## src/rtl/assert_macros.svh

```systemverilog
// assertion helpers shared by the rtl
`ifndef ASSERT_MACROS_SVH
`define ASSERT_MACROS_SVH

// property checked on every rising edge, masked while reset is asserted
`define ASSERT_CLK(label, clk, rst_n, prop, msg) \
  label: assert property (@(posedge clk) disable iff (!rst_n) (prop)) else $error(msg);

// property checked on every rising edge, reset included
`define ASSERT_ALWAYS(label, clk, prop, msg) \
  label: assert property (@(posedge clk) (prop)) else $error(msg);

`endif

```

## src/rtl/bev_pkg.sv

```systemverilog
`timescale 1ns / 1ps
`default_nettype none

package bev_pkg;

  // image geometry
  localparam int OUT_HEIGHT = 512;
  localparam int OUT_WIDTH  = 512;
  localparam int SRC_HEIGHT = 1024;
  localparam int SRC_WIDTH  = 1024;

  // datapath widths
  localparam int COEF_W = 32;
  localparam int CRD_W  = 9;
  localparam int QBITS  = 10;
  localparam int CMP_W  = 13;
  localparam int PROD_W = COEF_W + CRD_W + 1;
  localparam int SUM_W  = PROD_W + 2;
  localparam int DEN_W  = SUM_W + 1;
  localparam int REM_W  = DEN_W + QBITS;
  localparam int Q_ONE  = 65536;
  localparam int DIV_STAGES = QBITS / 2;

  typedef enum logic [2:0] {
    REG_U_COL,
    REG_U_ROW,
    REG_U_CONST,
    REG_V_COL,
    REG_V_ROW,
    REG_V_CONST,
    REG_W_COL,
    REG_W_ROW
  } reg_idx_t;

  typedef struct packed {
    logic [CRD_W-1:0] out_row;
    logic [CRD_W-1:0] out_col;
  } in_t;

  typedef struct packed {
    logic [QBITS-1:0] src_row;
    logic [QBITS-1:0] src_col;
    logic             in_range;
  } out_t;

  typedef struct packed {
    logic signed [COEF_W-1:0] u_col;
    logic signed [COEF_W-1:0] u_row;
    logic signed [COEF_W-1:0] u_const;
    logic signed [COEF_W-1:0] v_col;
    logic signed [COEF_W-1:0] v_row;
    logic signed [COEF_W-1:0] v_const;
    logic signed [COEF_W-1:0] w_col;
    logic signed [COEF_W-1:0] w_row;
  } coef_t;

  // one item in flight through the divider stages
  typedef struct packed {
    logic             valid;
    logic             ok;
    logic [REM_W-1:0] rem_u;
    logic [REM_W-1:0] rem_v;
    logic [DEN_W-1:0] den;
    logic [QBITS-1:0] q_u;
    logic [QBITS-1:0] q_v;
  } div_t;

endpackage

`default_nettype wire

```

## src/rtl/bev_div_stage.sv

```systemverilog
`timescale 1ns / 1ps
`default_nettype none

module bev_div_stage (
  input  wire logic          clk,
  input  wire logic          rst_n,
  input  wire logic          en,
  input  wire logic [3:0]    sh,
  input  wire bev_pkg::div_t din,
  output bev_pkg::div_t      dout
);

  localparam int RW = bev_pkg::REM_W;

  bev_pkg::div_t  step_nxt;
  logic [RW-1:0]  dsh;
  logic [3:0]     bit_idx;

  // two restoring steps, high quotient bit first
  always_comb begin
    step_nxt = din;
    dsh      = '0;
    bit_idx  = '0;
    for (int j = 1; j >= 0; j--) begin
      bit_idx = sh + 4'(j);
      dsh     = RW'(din.den) << bit_idx;
      if (step_nxt.rem_u >= dsh) begin
        step_nxt.rem_u          = step_nxt.rem_u - dsh;
        step_nxt.q_u[bit_idx]   = 1'b1;
      end
      if (step_nxt.rem_v >= dsh) begin
        step_nxt.rem_v          = step_nxt.rem_v - dsh;
        step_nxt.q_v[bit_idx]   = 1'b1;
      end
    end
  end

  always_ff @(posedge clk) begin
    if (!rst_n) begin
      dout.valid <= 1'b0;
    end else if (en) begin
      dout.valid <= step_nxt.valid;
    end
    if (en) begin
      dout.ok    <= step_nxt.ok;
      dout.rem_u <= step_nxt.rem_u;
      dout.rem_v <= step_nxt.rem_v;
      dout.den   <= step_nxt.den;
      dout.q_u   <= step_nxt.q_u;
      dout.q_v   <= step_nxt.q_v;
    end
  end

endmodule

`default_nettype wire

```

## config.mk

```make
export PLATFORM = sky130hd
export DESIGN_NAME = bev_div_stage
export DESIGN_NICKNAME = d
export VERILOG_FILES = /design/src/rtl/assert_macros.svh /design/src/rtl/bev_pkg.sv /design/src/rtl/bev_div_stage.sv
export SDC_FILE = /design/constraint.sdc
export NUM_CORES = 1
export LEC_CHECK = 0
export BUFFER_PORTS_ARGS = -buffer_cell sky130_fd_sc_hd__buf_2
export CAP_MARGIN = 25
export CORE_MARGIN = 3
export CORE_UTILIZATION = 35
export CTS_CLUSTER_DIAMETER = 150
export DETAILED_ROUTE_END_ITERATION = 10
export GPL_TIMING_DRIVEN = 0
export SLEW_MARGIN = 20
export SYNTH_ARGS = -nofsm -noshare
export SYNTH_HDL_FRONTEND = slang
export SYNTH_SLANG_ARGS = --single-unit
```

## constraint.sdc

```tcl
create_clock -name clk -period 21.2 [get_ports clk]
set_input_delay 1.06 -clock clk [delete_from_list [all_inputs] [get_ports clk]]
set_output_delay 1.06 -clock clk [all_outputs]
set_load 0.005 [all_outputs]
```

==> results summary <==
The post-synthesis async set-or-reset flop share is 0%. The register with the most flip-flops in the layout has around 180 of them. In this run the cell area of the synthesized design comes to between 0.02 and 0.025 mm^2. The floorplan has between 90 and 100 rows. The via count of the first global-routing pass is 23980. The number of buffers and inverters on the critical path is 16. The post-detailed-placement half-perimeter wirelength came out at 93620 um. The final sum of negative setup slack came out at 0 ps. Input and output buffers added on the ports amount to 360. The largest registers in the layout are dout x177. The floorplan step set the die width to 269.5 um.

By startpoint and endpoint, the worst setup path is classified as input pin to flip-flop. The run finished with clean final reports. The die covers roughly 0.073 mm^2. The wire length of the first global-routing pass came out at 158300 um. The kind of cell with the highest combined delay along the critical path is buffers and inverters.

The total clock buffers created by CTS came out at 17. The number of maximum-capacitance violations is 0. The relative slew slack is between 20% and 30%. Summing all non-filler instances in the final layout gives an area of between 0.02 and 0.03 mm^2. On the critical path, the stage with the largest delay is an instance of sky130_fd_sc_hd__buf_1. The clock tree buffer depth is 2. The overall routing resource usage is around 29%. The adder and majority cell fraction of the synthesized area is 11.91%. The final-report max-slew violation count is 0.

TritonCTS built the clock tree. After Yosys synthesis, and, or, nand and nor cells account for about a fifth of the synthesized area. The worst hold path was traced through 2 stages. The slack of the worst reg-to-reg path came out at ~21000 ps. The register area share after synthesis is 21.83%.

The number of gates resized after CTS is 0. Summed over all cells, the static leakage comes to 12.13 nW. Yosys mapped a number of flops with a built-in enable equal to 176. Setup repair after global routing left no endpoint under its margin. The transition time at the pin with the least slew margin came out at around 1100 ps.

The post-synthesis instance total came out at between 3000 and 4000. The initial antenna violation count is 15. The data arrival time at the worst-slack endpoint came out at ~18000 ps. The post-layout instance count excluding filler cells is approximately 4300. The average wire length per cell after detail routing is between 20 and 30 um. The largest fanout on the critical path is 10.

The delay of the slowest critical-path stage came out at 690 ps. The count of different cell masters after synthesis came out at between 90 and 100. The overall routed net length is roughly 110000 um. Summed over all layers, the global routing overflow is 0.

The clock net in this run drives a total of between 150 and 200 sinks. The hold buffer count at cts came out at 0. The worst hold margin came out at about 520 ps. The total area of multi-input combinational cells is 0.01799 mm^2.

Summing the areas of all compound-gate instances in the mapped netlist gives approximately 25% of the synthesized area. The layout cell share with drive strength beyond 1 is 16.47%. The die boundary height is 269.5 um.

The cell count of the worst reg-to-reg path came out at 2. The remaining antenna violation count is 0. By instance count, the cell type seen most on the critical path is sky130_fd_sc_hd__clkbuf_1. The area of all sequential standard cells came out at about 0.0053 mm^2. The placed instances occupy a cell area of roughly 0.027 mm^2. The hold path startpoint is dout[176]. The number of vias after detailed routing came out at roughly 26000. The number of fill cells in the layout is ~7100. The synthesized flop and latch total came out at approximately 180. In this run the standard cell core region covers approximately 0.068 mm^2.

The initial utilization of the core area, before any placement, comes to a little over a third. The area growth from synthesis to layout came out at 14.89%. The share of the clock period used by the worst path came out at between 80% and 90%. The insertion delay of the later-clocked pin in the worst-skew pair is approximately 520 ps.

The nature of the critical path endpoint is a flip-flop. Counting every net in the synthesized netlist gives about 3400. In this run the critical register-to-register path is launched from dout[176]. Data on the critical path is required at its endpoint by 21510 ps. The maximum number of pins on one net before global-route repair is 90. Multiplexer cells account for between 10% and 20% of the synthesized area. The number of top-level pins is roughly 360. The clock tree root driver cell is sky130_fd_sc_hd__clkbuf_16. Based on the critical path, the design can be clocked at up to approximately 56 MHz. The classification of the worst-slack hold path is flip-flop to flip-flop. Counting buffers and inverters, the worst setup path is 52 cells deep.

dout holds more flip-flops than any other register. The number of warning messages in the yosys log came out at 0. The congestion estimate from routability-driven global placement came to 1.025. The worst setup path is launched from an input pin. For the final database, setup skew stands at 0 ps.

After synthesis, the largest family of logic cells by area is compound AO/OA/AOI/OAI gates. The average instance area after synthesis came out at 8.072 um^2. Using the TritonRoute via totals, the vias-per-cell ratio works out to about 5.9. The path with the worst hold slack has its endpoint at dout[176]. The power density normalized to cell area is about 120 mW/mm^2. The H-tree was split into 4 levels. In the routed design, unresolved DRC markers number 0.

The final critical-path required period is approximately 18000 ps. In this run the critical register-to-register path is captured at dout[176]. Among all flip-flop cells after synthesis, the most frequent one is sky130_fd_sc_hd__edfxtp_1. The largest vdd supply drop came out at between 60 and 70 uV. The total iterations of the first detailed-routing run is 6. The xor-xnor portion of the synthesized cell area came out at 7.330%. The number of setup violations in the final report is 0. Once the clock tree was built, the setup fixing pass inserted 0 buffers. The clock slew seen by the registers of the worst setup and hold paths is around 70 ps. The DRC violation total after the first TritonRoute iteration is 2885. The final layout contains roughly 3800 nets. The total count of hold-check failures in the final report is 0. Once placement completed, the tool counted placed cells totaling about 4300.
Yosys cell counts (all sizes together) (13+ instances only):
master | n | area [um^2]
o21a | 23 | 172.7
a211oi | 21 | 157.7
o21ai | 256 | 1285
clkbuf | 103 | 386.6
buf | 43 | 221.5
a21oi | 299 | 1500
nand2b | 37 | 231.5
a31oi | 51 | 325.3
a21boi | 18 | 135.1
nor4 | 13 | 81.33
ha | 225 | 2815
and3 | 33 | 206.5
mux4 | 63 | 1419
xnor2 | 130 | 1146
nor2 | 219 | 824.5
xor2 | 70 | 613.1
o31ai | 34 | 279.0
a21o | 139 | 1044
and2 | 17 | 106.4
edfxtp | 176 | 5285
mux2 | 55 | 619.3
nand4 | 43 | 269.0
nand2 | 431 | 1625
mux2i | 72 | 720.7
o21bai | 24 | 180.2
nor3 | 45 | 230.2
nor2b | 44 | 275.3
nand3 | 62 | 315.3
inv | 104 | 390.4
or3 | 13 | 81.33
through the flow:
step / power [mW] / setup WS, ps / util (%)
finish: 3.242 / 3200 / 41.07
global route: 3.483 / 2518 / 41.06
CTS: 3.218 / 3864 / 41.03
detailed placement: 2.858 / 3380 / 40.16
global placement: 2.863 / 3382 / 40.09
floorplan: 2.149 / 8931 / -
area by class of cell:
cell class,count,area share [%]
sequential,177,19.00
clock buffer,18,1.537
multi-input combinational,2582,64.44
antenna,7,0.06273
timing repair buffer,363,6.631
buffer,146,2.178
inverter,106,1.425
tap,921,4.127
clock inverter,14,0.6004
layer usage:
metal | part of all wire, % | up-vias | routed length, um | track usage, %
met2 | 43 | 1361 | 47750 | 45.00
met1 | 41 | 12000 | 45570 | 37.91
li1 | - | 11960 | - | -
met5 | 0.11 | - | 124 | 0
met4 | 5.2 | 20 | 5722 | 14.67
met3 | 11 | 204 | 11710 | 8.304
cells by family (layout without fill, tap and decap cells):
family                   count (synthesis)  in the layout
AO/OA/AOI/OAI                          968            968
XOR/XNOR                               201            201
adder cells (fa/ha/maj)                229            229
buffers and inverters                  252            647
flip-flops                             177            177
multiplexers                           190            190
other                                    0              7
AND/OR/NAND/NOR                        994            994
worst register-to-register path, cell delays in order, from the launching register on:
cell	delay, ps
sky130_fd_sc_hd__dfxtp_1	310
sky130_fd_sc_hd__mux2i_1	120
sky130_fd_sc_hd__nor2b_1	60
layout by cell type, fill, tap and decap left out, drive strengths merged, types with 37 or more instances in the layout:
master and count:
nand2 431, buf 405, a21oi 299, o21ai 256
ha 225, nor2 219, edfxtp 176, a21o 139
xnor2 130, clkbuf 122, inv 111, mux2i 72
xor2 70, mux4 63, nand3 62, mux2 55
a31oi 51, nor3 45, nor2b 44, nand4 43
nand2b 37
worst max path at each step:
stage,start,to,slack (ps)
6_report,sh[1],dout[84],3200
5_1_grt,sh[1],dout[84],2520
4_1_cts,sh[1],dout[84],3860
3_5_place_dp,sh[1],dout[84],3380
3_3_place_gp,sh[1],dout[84],3380
2_1_floorplan,sh[1],dout[66],8930
report_power, final:
group          switching (mW)  internal [mW]  leakage, nW  total, mW
Combinational            1.41          0.888         10.1       2.30
Clock                   0.165          0.177        0.287      0.342
Sequential             0.0300          0.571         1.73      0.601
No activity file was read; power rests on OpenSTA's default activity.
